File: config.mk
export PLATFORM = sky130hd
export DESIGN_NAME = modular_exponentiation_unit
export DESIGN_NICKNAME = d
export VERILOG_FILES = /design/src/modexp_pkg.sv /design/src/modexp_mulmod.sv /design/src/modular_exponentiation_unit.sv
export VERILOG_INCLUDE_DIRS = /design/src /design/src/src
export SDC_FILE = /design/constraint.sdc
export NUM_CORES = 1
export LEC_CHECK = 0
export ABC_CLOCK_PERIOD_IN_PS = 5950
export BUFFER_PORTS_ARGS = -buffer_cell sky130_fd_sc_hd__clkbuf_2
export CAP_MARGIN = 20
export CORE_UTILIZATION = 35
export DETAILED_ROUTE_END_ITERATION = 6
export PLACE_DENSITY = 0.63
export SLEW_MARGIN = 10
export SYNTH_ARGS = -nofsm -noshare
export SYNTH_HDL_FRONTEND = slang
export SYNTH_SLANG_ARGS = --single-unit
File: constraint.sdc
create_clock -name clock -period 5.95 [get_ports clock]
set_input_delay 0.595 -clock clock [delete_from_list [all_inputs] [get_ports clock]]
set_output_delay 0.595 -clock clock [all_outputs]
set_load 0.01 [all_outputs]
File: src/modular_exponentiation_unit_defines.svh
// ----------------------------------------------------------------------------
// Assertion macros for the modular exponentiation unit
// Short forms of concurrent assertions, all clocked on the rising edge and
// disabled while reset is high.
// ----------------------------------------------------------------------------
`ifndef MODULAR_EXPONENTIATION_UNIT_DEFINES_SVH
`define MODULAR_EXPONENTIATION_UNIT_DEFINES_SVH

// The condition holds at every clock edge out of reset.
`define MEU_ASSERT_ALWAYS(label, clk, rst, cond, msg) \
   label: assert property (@(posedge clk) disable iff (rst) (cond)) \
      else $error(msg);

// When the antecedent holds, the consequent holds in the same cycle.
`define MEU_ASSERT_SAME(label, clk, rst, ante, cons, msg) \
   label: assert property (@(posedge clk) disable iff (rst) (ante) |-> (cons)) \
      else $error(msg);

// When the antecedent holds, the consequent holds in the next cycle.
`define MEU_ASSERT_NEXT(label, clk, rst, ante, cons, msg) \
   label: assert property (@(posedge clk) disable iff (rst) (ante) |=> (cons)) \
      else $error(msg);

`endif

File: src/modexp_pkg.sv
// ----------------------------------------------------------------------------
// Modular exponentiation package
// Sequencer state type and the status bundle of the shared modular
// multiplier.
// ----------------------------------------------------------------------------
package modexp_pkg;

   // Width of the transaction fields on the ports.
   localparam int unsigned FIELD_WIDTH = 32;

   // Reset value of the modulus register.
   localparam int unsigned MODULUS_RESET = 2;

   // Sequencer states.
   typedef enum logic [2:0] {
      ST_IDLE,
      ST_REDUCE,
      ST_CHECK,
      ST_MULTIPLY,
      ST_SQUARE
   } state_type;

   // Status of the shared modular multiplier.
   typedef struct packed {
      logic busy;
      logic done;
   } mm_status_type;

endpackage

File: src/modexp_mulmod.sv
// ----------------------------------------------------------------------------
// Shared modular multiplier
// Forms (multiplicand * multiplier) mod modulus exactly by MSB-first
// shift-and-add, one multiplier bit per cycle, with the accumulator kept
// below the modulus throughout.
// ----------------------------------------------------------------------------
module modexp_mulmod #(
   parameter int unsigned WIDTH = 32
) (
   input  logic                        clock,
   input  logic                        reset,
   input  logic                        go,
   input  logic [WIDTH-1:0]            multiplicand,
   input  logic [WIDTH-1:0]            multiplier,
   input  logic [WIDTH-1:0]            modulus,
   output logic [WIDTH-1:0]            product,
   output modexp_pkg::mm_status_type   status
);

   localparam int unsigned CNT_WIDTH = $clog2(WIDTH + 1);

   logic [WIDTH-1:0]     acc_ff,   acc_in;
   logic [WIDTH-1:0]     mcand_ff, mcand_in;
   logic [WIDTH-1:0]     mplier_ff, mplier_in;
   logic [CNT_WIDTH-1:0] count_ff, count_in;
   logic                 busy_ff,  busy_in;
   logic                 done_ff,  done_in;

   logic [WIDTH+1:0] sum_wide;
   logic [WIDTH+1:0] mod_once;
   logic [WIDTH+1:0] mod_twice;
   logic [WIDTH+1:0] diff_once;
   logic [WIDTH+1:0] diff_twice;
   logic             last_step;

   // One step: acc = (2 * acc + bit * multiplicand) mod modulus. The sum
   // stays below three times the modulus, so at most two subtractions apply.
   always_comb begin
      sum_wide   = {1'b0, acc_ff, 1'b0}
                 + (mplier_ff[WIDTH-1] ? {2'b00, mcand_ff} : '0);
      mod_once   = {2'b00, modulus};
      mod_twice  = {1'b0, modulus, 1'b0};
      diff_once  = sum_wide - mod_once;
      diff_twice = sum_wide - mod_twice;
   end

   assign last_step = busy_ff && (count_ff == CNT_WIDTH'(1));

   // Next-value logic for the datapath and the step counter.
   always_comb begin
      acc_in    = acc_ff;
      mcand_in  = mcand_ff;
      mplier_in = mplier_ff;
      count_in  = count_ff;
      busy_in   = busy_ff;
      done_in   = last_step;
      if (go) begin
         acc_in    = '0;
         mcand_in  = multiplicand;
         mplier_in = multiplier;
         count_in  = CNT_WIDTH'(WIDTH);
         busy_in   = 1'b1;
      end else if (busy_ff) begin
         if (sum_wide >= mod_twice) begin
            acc_in = diff_twice[WIDTH-1:0];
         end else if (sum_wide >= mod_once) begin
            acc_in = diff_once[WIDTH-1:0];
         end else begin
            acc_in = sum_wide[WIDTH-1:0];
         end
         mplier_in = {mplier_ff[WIDTH-2:0], 1'b0};
         count_in  = count_ff - CNT_WIDTH'(1);
         busy_in   = !last_step;
      end
   end

   // Control registers.
   always_ff @(posedge clock) begin
      if (reset) begin
         busy_ff  <= 1'b0;
         done_ff  <= 1'b0;
         count_ff <= '0;
      end else begin
         busy_ff  <= busy_in;
         done_ff  <= done_in;
         count_ff <= count_in;
      end
   end

   // Datapath registers.
   always_ff @(posedge clock) begin
      acc_ff    <= acc_in;
      mcand_ff  <= mcand_in;
      mplier_ff <= mplier_in;
   end

   assign product     = acc_ff;
   assign status.busy = busy_ff;
   assign status.done = done_ff;

endmodule

File: src/modular_exponentiation_unit.sv
// ----------------------------------------------------------------------------
// Modular exponentiation unit
// Computes base ** exponent mod modulus by right-to-left square-and-multiply
// on one shared, bit-serial modular multiplier.
//
// Usage: write the modulus through csr_write_enable / csr_write_data while
// the unit is idle; values below two are ignored. A transaction is taken on
// a clock edge with start high and busy low, carrying req_base_value and
// req_exponent. busy stays high until the result has been issued; the
// result appears on rsp_power_result for exactly one cycle with rsp_valid.
// The receiver cannot stall the unit and must take the result then.
// Each modular multiplication is a full pass of the shared multiplier. The
// base is reduced first (one such pass), then each exponent bit up to the
// highest set bit takes a check state, a squaring pass and, for a set bit,
// a multiplying pass ahead of the squaring. One transaction is in flight.
// Reset returns the sequencer to idle and sets the modulus to two.
// ----------------------------------------------------------------------------
`include "modular_exponentiation_unit_defines.svh"

module modular_exponentiation_unit #(
   parameter int unsigned MOD_WIDTH = 32,
   parameter int unsigned EXP_WIDTH = 32
) (
   input  logic                                   clock,
   input  logic                                   reset,
   input  logic                                   start,
   output logic                                   busy,
   input  logic [modexp_pkg::FIELD_WIDTH-1:0]     req_base_value,
   input  logic [modexp_pkg::FIELD_WIDTH-1:0]     req_exponent,
   output logic                                   rsp_valid,
   output logic [modexp_pkg::FIELD_WIDTH-1:0]     rsp_power_result,
   input  logic                                   csr_write_enable,
   input  logic [modexp_pkg::FIELD_WIDTH-1:0]     csr_write_data
);

   modexp_pkg::state_type state_ff, state_in;

   logic [MOD_WIDTH-1:0] modulus_ff,  modulus_in;
   logic [MOD_WIDTH-1:0] base_ff,     base_in;
   logic [MOD_WIDTH-1:0] power_ff,    power_in;
   logic [EXP_WIDTH-1:0] exp_ff,      exp_in;
   logic                 rsp_valid_ff, rsp_valid_in;
   logic [modexp_pkg::FIELD_WIDTH-1:0] rsp_result_ff, rsp_result_in;

   logic [MOD_WIDTH-1:0] csr_value;
   logic                 accept;

   logic                       mm_go;
   logic [MOD_WIDTH-1:0]       mm_multiplicand;
   logic [MOD_WIDTH-1:0]       mm_multiplier;
   logic [MOD_WIDTH-1:0]       mm_product;
   modexp_pkg::mm_status_type  mm_status;

   assign accept    = start && (state_ff == modexp_pkg::ST_IDLE);
   assign csr_value = MOD_WIDTH'(csr_write_data);

   // Modulus register: writes below two are dropped.
   always_comb begin
      modulus_in = modulus_ff;
      if (csr_write_enable && (csr_value > MOD_WIDTH'(1))) begin
         modulus_in = csr_value;
      end
   end

   // Shared modular multiplier.
   modexp_mulmod #(
      .WIDTH (MOD_WIDTH)
   ) u_mulmod (
      .clock        (clock),
      .reset        (reset),
      .go           (mm_go),
      .multiplicand (mm_multiplicand),
      .multiplier   (mm_multiplier),
      .modulus      (modulus_ff),
      .product      (mm_product),
      .status       (mm_status)
   );

   // Sequencer next state.
   always_comb begin
      state_in = state_ff;
      case (state_ff)
         modexp_pkg::ST_IDLE: begin
            if (accept) begin
               state_in = modexp_pkg::ST_REDUCE;
            end
         end
         modexp_pkg::ST_REDUCE: begin
            if (mm_status.done) begin
               state_in = modexp_pkg::ST_CHECK;
            end
         end
         modexp_pkg::ST_CHECK: begin
            if (exp_ff == '0) begin
               state_in = modexp_pkg::ST_IDLE;
            end else if (exp_ff[0]) begin
               state_in = modexp_pkg::ST_MULTIPLY;
            end else begin
               state_in = modexp_pkg::ST_SQUARE;
            end
         end
         modexp_pkg::ST_MULTIPLY: begin
            if (mm_status.done) begin
               state_in = modexp_pkg::ST_SQUARE;
            end
         end
         modexp_pkg::ST_SQUARE: begin
            if (mm_status.done) begin
               state_in = modexp_pkg::ST_CHECK;
            end
         end
         default: begin
            state_in = modexp_pkg::ST_IDLE;
         end
      endcase
   end

   // Sequencer outputs: multiplier commands and operand registers.
   always_comb begin
      mm_go           = 1'b0;
      mm_multiplicand = base_ff;
      mm_multiplier   = base_ff;
      base_in         = base_ff;
      power_in        = power_ff;
      exp_in          = exp_ff;
      rsp_valid_in    = 1'b0;
      rsp_result_in   = rsp_result_ff;
      case (state_ff)
         modexp_pkg::ST_IDLE: begin
            // Reduce the base as (1 * base) mod modulus.
            if (accept) begin
               mm_go           = 1'b1;
               mm_multiplicand = MOD_WIDTH'(1);
               mm_multiplier   = MOD_WIDTH'(req_base_value);
               exp_in          = EXP_WIDTH'(req_exponent);
               power_in        = MOD_WIDTH'(1);
            end
         end
         modexp_pkg::ST_REDUCE: begin
            if (mm_status.done) begin
               base_in = mm_product;
            end
         end
         modexp_pkg::ST_CHECK: begin
            if (exp_ff == '0) begin
               rsp_valid_in  = 1'b1;
               rsp_result_in = modexp_pkg::FIELD_WIDTH'(power_ff);
            end else if (exp_ff[0]) begin
               mm_go           = 1'b1;
               mm_multiplicand = power_ff;
               mm_multiplier   = base_ff;
            end else begin
               mm_go = 1'b1;
            end
         end
         modexp_pkg::ST_MULTIPLY: begin
            // Take the product and start the squaring straight away.
            if (mm_status.done) begin
               power_in = mm_product;
               mm_go    = 1'b1;
            end
         end
         modexp_pkg::ST_SQUARE: begin
            if (mm_status.done) begin
               base_in = mm_product;
               exp_in  = exp_ff >> 1;
            end
         end
         default: begin
            mm_go = 1'b0;
         end
      endcase
   end

   // Control registers.
   always_ff @(posedge clock) begin
      if (reset) begin
         state_ff     <= modexp_pkg::ST_IDLE;
         modulus_ff   <= MOD_WIDTH'(modexp_pkg::MODULUS_RESET);
         rsp_valid_ff <= 1'b0;
      end else begin
         state_ff     <= state_in;
         modulus_ff   <= modulus_in;
         rsp_valid_ff <= rsp_valid_in;
      end
   end

   // Operand and result registers.
   always_ff @(posedge clock) begin
      base_ff       <= base_in;
      power_ff      <= power_in;
      exp_ff        <= exp_in;
      rsp_result_ff <= rsp_result_in;
   end

   assign busy             = (state_ff != modexp_pkg::ST_IDLE);
   assign rsp_valid        = rsp_valid_ff;
   assign rsp_power_result = rsp_result_ff;

   // Assertions.
   `MEU_ASSERT_ALWAYS(a_modulus_legal, clock, reset,
      modulus_ff > MOD_WIDTH'(1), "modulus below two")
   `MEU_ASSERT_SAME(a_mm_busy_in_transaction, clock, reset,
      mm_status.busy, busy, "multiplier runs while idle")
   `MEU_ASSERT_SAME(a_done_while_waiting, clock, reset, mm_status.done,
      (state_ff == modexp_pkg::ST_REDUCE) || (state_ff == modexp_pkg::ST_MULTIPLY)
         || (state_ff == modexp_pkg::ST_SQUARE),
      "multiplier result with no consumer")
   `MEU_ASSERT_NEXT(a_result_issued, clock, reset,
      (state_ff == modexp_pkg::ST_CHECK) && (exp_ff == '0),
      rsp_valid && !busy, "finished transaction not issued")
   `MEU_ASSERT_SAME(a_go_when_free, clock, reset,
      mm_go, !mm_status.busy, "multiplier started while busy")

endmodule
==> results.cfg, run 1 <==
[status]
status = finished clean

[yosys]
synth_edf_count = 192
seq_area_frac_synth_pct = 45.4
ys_top_cells_by_area = edfxtp_1 36%, dfxtp_1 9.5%, ha_1 7.6%, mux2i_1 4.9%, a21oi_1 4.8%
syn_avg_cell_area_um2 = 10.0
synth.largest_area_cell = edfxtp_1
syn_nets = 1804
netlist_instances = 1604
yosys_warnings = 0
synth_flop_cell = edfxtp_1
yosys.area.top_type_share_pct = 35.9
synth.ff_latch_count = 268
synth_area_um2 = 16000
async_flop_share_pct = 0
yosysUniqueCellTypes = 79

[timing]
fmax_mhz = 175
fin_skew_ns = 0.0244
setup_viol = 0
finalSetupTns_ns = 0
slew_headroom_pct = 31.3
worst_slew_pin_slew_ns = 1.03
worst_hold_slack_ns = 0.281
hold_viol_final = 0
period_needed_ns = 5.70
drv_slew = 0
rsz0062_at_grt = no
post-route-period-util_pct = 95.9

[cts]
cts_tree = built
clk_latency_ns = 0.57
root_buffer = clkbuf_16
clockBufferDepth = 3
cts_buffers = 29
cts.sinks = 268
htreeDepth = 1
clk_pin_slew_worst_paths_ns = 0.07

[setup_path]
cp-start-kind = register
critPathBufInv = 5
r2r_cells = 27
rrSetupSlack_ns = 0.25
worstPathRequired_ns = 6.43
cp_max_fo = 13
cp_data_arrival_time_ns = 6.18
critPathSlowestCell = or4_4
r2r-start = u_mulmod.mplier_ff[31]
r2r-end = u_mulmod.product[31]
crit_family = simple AND/OR/NAND/NOR gates
crit_path_end_kind = register
max_stage_delay_ns = 0.55
crit_type = register to register
path_common_cell = buf_4

[die]
die_y_um = 216
die_area_um2 = 46700
die_w_um = 216
io_pins = 134
initial_core_util_pct = 35.4
rows = 78
core_area_um2 = 45300

[routing]
viasPerCell = 5.36
vias = 12800
routed_wl_mm = 44.1
wl_per_cell_um = 18.5
drc = 0
postRouteAntennaNets = 0
drtIter0Drc = 973
first_pass_iters = 5

[power_and_ir_drop]
p_total_mw = 10.1
powerDensity_nw_per_um2 = 544
power_leakage_nw = 7.36
ir_drop_mv = 0.267

[run]
cap_violations = 0

[grt]
grt_first_pass_wirelength_mm = 68.6
grt_max_degree = 93
first_global_vias = 12200
grt_remaining_overflow = 0
grt_usage_pct = 18.5
grt_antenna_before_repair = 0

[finish]
final_cells = 2379
fillers = 4474
final_cell_mix = 192 x edfxtp_1, 151 x a21oi_1, 133 x clkbuf_2
multi_input_comb_area_um2 = 8280
final-seq-area_um2 = 7290
final_common_cell = edfxtp_1
diodes = 0
nNetsFinal = 1958
area.growth.synth_to_final_pct = 16.2
drive_gt1_share_pct = 17.4

[placed_design]
gp_congestion = 0.923
dp_hpwl_mm = 33.6
port_buffers = 133
dp_cells = 2325

[min_path]
hold_end = modulus_ff[27]
hp-start = csr_write_data[27]
holdPathStages = 3
hp-class = primary input to register
[metal layers]
metal / global-route usage [%] / share of wire [%] / routed length [µm]
met5: 0 / 0 / 0
met4: 3.59 / 1.3 / 595
met3: 2.40 / 6.2 / 2740
met2: 27.2 / 42 / 18500
met1: 28.6 / 50 / 22200
[worst min-delay path, cell delays in order]
cell and delay (ns):
clkbuf_2 0.09, nand2_1 0.07, a21oi_1 0.06
[synth_stat cells, types with 5 or more instances]
library cell / count
edfxtp_1: 192
a21oi_1: 154
o21ai_0: 135
nand2_1: 120
ha_1: 97
nor2_1: 90
mux2i_1: 78
dfxtp_1: 76
and2_1: 69
inv_1: 68
xnor2_1: 60
clkbuf_1: 58
a21o_1: 35
nand3_1: 35
mux2_2: 33
xor2_1: 28
nor3_1: 24
a211oi_1: 21
a31oi_1: 21
nor4_1: 21
nand4_1: 18
o21bai_1: 14
nor2b_1: 11
o21a_1: 11
and3_1: 10
a22oi_1: 9
o211ai_1: 9
buf_2: 6
nand2b_1: 6
and4_1: 5
o31ai_1: 5
or3_1: 5
[cell families after synthesis]
family | count (synthesis) | share of synthesized area (%)
AOI/OAI and AO/OA | 462 | 17.5
xor gates and xnor gates | 88 | 4.80
adders and majority gates | 100 | 7.94
buffers and inverters | 141 | 3.56
DFF | 268 | 45.4
muxes | 111 | 7.18
and+or+nand+nor | 434 | 13.6
[state kept, by name (all words and copies together), names as in the netlist]
register,flops
base_ff,32
u_mulmod.mcand_ff,32
u_mulmod.count_ff,6
u_mulmod.mplier_ff,32
u_mulmod.done_ff,1
state_ff,3
u_mulmod.busy_ff,1
u_mulmod.product,32
rsp_power_result,32
exp_ff,32
power_ff,32
rsp_valid,1
modulus_ff,32
[worst max path at each step]
stage	startpoint	to	cells past startpoint
2_1_floorplan	u_mulmod.mplier_ff[31]	u_mulmod.product[31]	24
3_3_place_gp	u_mulmod.mplier_ff[31]	u_mulmod.product[30]	24
3_5_place_dp	u_mulmod.mplier_ff[31]	u_mulmod.product[16]	24
4_1_cts	u_mulmod.mplier_ff[31]	u_mulmod.product[16]	24
5_1_grt	u_mulmod.mplier_ff[31]	u_mulmod.product[13]	26
6_report	u_mulmod.mplier_ff[31]	u_mulmod.product[31]	27
[layout make-up]
type                            instances  share of cell area (%)
Inverter                               69                    1.39
Sequential cell                       268                    39.1
Multi-Input combinational cell       1195                    44.4
Clock inverter                         21                   0.859
Timing Repair Buffer                  195                    6.28
Clock buffer                           31                    3.93
Tap cell                              600                    4.03
[report_power, final]
group	switching (mW)	internal, mW
combinational	3.56	2.43
sequential	0.196	2.23
clock	0.785	0.944
[repair_timing]
action | in CTS | in global routing
setup buffers | 0 | 1
hold buffers | 0 | 0
gates resized for setup | 0 | 18
endpoints found under the setup margin | 0 | 32
[through the flow]
stage	utilization [%]	instance area, µm²	setup slack [ns]
6_report	41.2	18600	0.247
5_1_grt	41.2	18600	0.0109
4_1_cts	41.0	18600	0.0223
3_5_place_dp	39.0	17700	0.0575
3_3_place_gp	39.0	17700	0.225
2_1_floorplan	-	16000	0.452
Note: power is estimated with default switching activity, not from simulation.
==> run 2: changes to the inputs <==
--- a/config.mk
+++ b/config.mk
@@ -6,7 +6,7 @@
 export SDC_FILE = /design/constraint.sdc
 export NUM_CORES = 1
 export LEC_CHECK = 0
-export ABC_CLOCK_PERIOD_IN_PS = 5950
+export ABC_CLOCK_PERIOD_IN_PS = 6300
 export BUFFER_PORTS_ARGS = -buffer_cell sky130_fd_sc_hd__clkbuf_2
 export CAP_MARGIN = 20
 export CORE_UTILIZATION = 35
==> constraint.sdc (replaced) <==
create_clock -name clock -period 6.3 [get_ports clock]
set_input_delay 0.63 -clock clock [delete_from_list [all_inputs] [get_ports clock]]
set_output_delay 0.63 -clock clock [all_outputs]
set_load 0.01 [all_outputs]
==> results.cfg, run 2 (same netlist as run 1, synthesis figures left out) <==
[status]
status = finished, violations left
violations = design-rule violations

[die]
die_area_um2 = 46700
core_area_um2 = 45300
die_w_um = 216
die_y_um = 216
initial_core_util_pct = 35.4
rows = 78
io_pins = 134

[setup_path]
crit_type = register to register
worstPathRequired_ns = 6.70
crit_path_end_kind = register
cp-start-kind = register
cp_data_arrival_time_ns = 6.40
cp_max_fo = 13

[finish]
final_cell_mix = 192 x edfxtp_1, 153 x a21oi_1, 135 x o21ai_0
final_cells = 2355
nNetsFinal = 1935
fillers = 4464
drive_gt1_share_pct = 15.8
diodes = 0
fin_util_pct = 40.9
final_common_cell = edfxtp_1
area.growth.synth_to_final_pct = 15.5

[timing]
worst_slew_pin_slew_ns = 1.03
setup_viol = 0
fmax_mhz = 167
slew_headroom_pct = 31.1
drv_slew = 0
fin_skew_ns = 0.0189
period_needed_ns = 6.00
hold_viol_final = 0
post-route-period-util_pct = 95.3

[cts]
cts_buffers = 31
cts_tree = built
clockBufferDepth = 3
cts.sinks = 268
cts_hold_buf = 0
root_buffer = clkbuf_16
htreeDepth = 1
clk_pin_slew_worst_paths_ns = 0.06
clk_latency_ns = 0.57

[routing]
drtIter0Drc = 979
vias = 12600
met1_length_mm = 22.2
drc = 1
viasPerCell = 5.35
dr_wl_met3_mm = 2.60
wl_per_cell_um = 18.6
wl_met2_mm = 18.5
postRouteAntennaNets = 0
highest_layer = met4
first_pass_iters = 7
routed_wl_mm = 43.9

[grt]
grt_antenna_before_repair = 0
grt_max_degree = 65
first_global_vias = 12100
grt_first_pass_wirelength_mm = 68.8
grt_remaining_overflow = 0
grt_usage_pct = 18.4

[power_and_ir_drop]
power_leakage_nw = 7.30
ir_drop_mv = 0.214
powerDensity_nw_per_um2 = 511

[placed_design]
port_buffers = 133
dp_hpwl_mm = 33.1
gp_congestion = 0.942
dp_cells = 2299

[min_path]
hp-class = primary input to register

[run]
cap_violations = 0
==> run 2: changes by cell type in the layout (fill, tap and decap cells not counted), moves of 3 or more <==
cell / before / now
buf_4: 57 / 35
bufinv_16: 1 / 5
o21ai_0: 132 / 135
o21ai_1: 4 / 1
==> run 2: layout make-up <==
type                            instances  area, µm²  area share [%]
Clock inverter                         18        221            1.20
Sequential cell                       268       7290            39.3
Inverter                               69        259            1.40
Multi-Input combinational cell       1195       8260            44.6
Timing Repair Buffer                  170        955            5.15
Tap cell                              600        751            4.05
Clock buffer                           35        791            4.27
==> run 2: final timing paths <==
check	startpoint	slack [ns]	depth (start not counted)	to
worst max register to register	u_mulmod.mplier_ff[31]	0.30	25	u_mulmod.product[17]
worst min register to register	modulus_ff[27]	0.46	2	modulus_ff[27]
worst max-delay path	u_mulmod.mplier_ff[31]	0.30	25	u_mulmod.product[17]
worst min-delay path	csr_write_data[0]	0.31	3	modulus_ff[0]
==> run 2: report_power, final <==
| group | internal, mW | switching, mW |
|---|---|---|
| registers | 2.11 | 0.183 |
| logic | 2.10 | 3.24 |
| clock network | 1.10 | 0.728 |
==> run 2: worst max-delay path, stage by stage (launching register included) <==
cell      delay, ns
edfxtp_1       0.38
and2_1         0.15
ha_1           0.19
inv_1          0.07
fa_1           0.41
nor2b_1        0.19
o211ai_1       0.14
a31o_2         0.31
or4_1          0.60
a32oi_2        0.27
buf_4          0.16
xor2_1         0.18
buf_4          0.17
ha_1           0.28
a21o_1         0.20
a21oi_1        0.22
o21ai_0        0.24
o41a_1         0.51
o41ai_4        0.09
nor2_2         0.09
nor3_4         0.20
buf_4          0.21
nor2_4         0.06
buf_4          0.19
a22oi_1        0.22
a31oi_1        0.11
==> run 2: metrics by stage <==
stage	hold WS [ns]	setup slack (ns)	cell area [µm²]	TNS [ns]	power (mW)
2_1_floorplan	0.417	0.802	16000	0	6.09
4_1_cts	0.277	0.0629	18500	0	9.36
3_3_place_gp	0.431	0.334	17400	0	7.45
3_5_place_dp	0.447	0.101	17400	0	7.49
6_report	0.306	0.298	18500	0	9.46
5_1_grt	0.299	-0.0586	18500	-0.183	10.0
==> run 2: repair_timing <==
action / CTS / global route
buffers inserted: 0 / 2
gates resized for setup: 0 / 9
setup endpoints to repair: 0 / 32
==> run 2: routing by layer <==
layer  vias to the layer above  global-route usage [%]
li1                       6199                       -
met1                      5987                    28.5
met2                       369                    27.2
met3                        41                    2.36
met4                         0                    3.43
met5                         -                       0
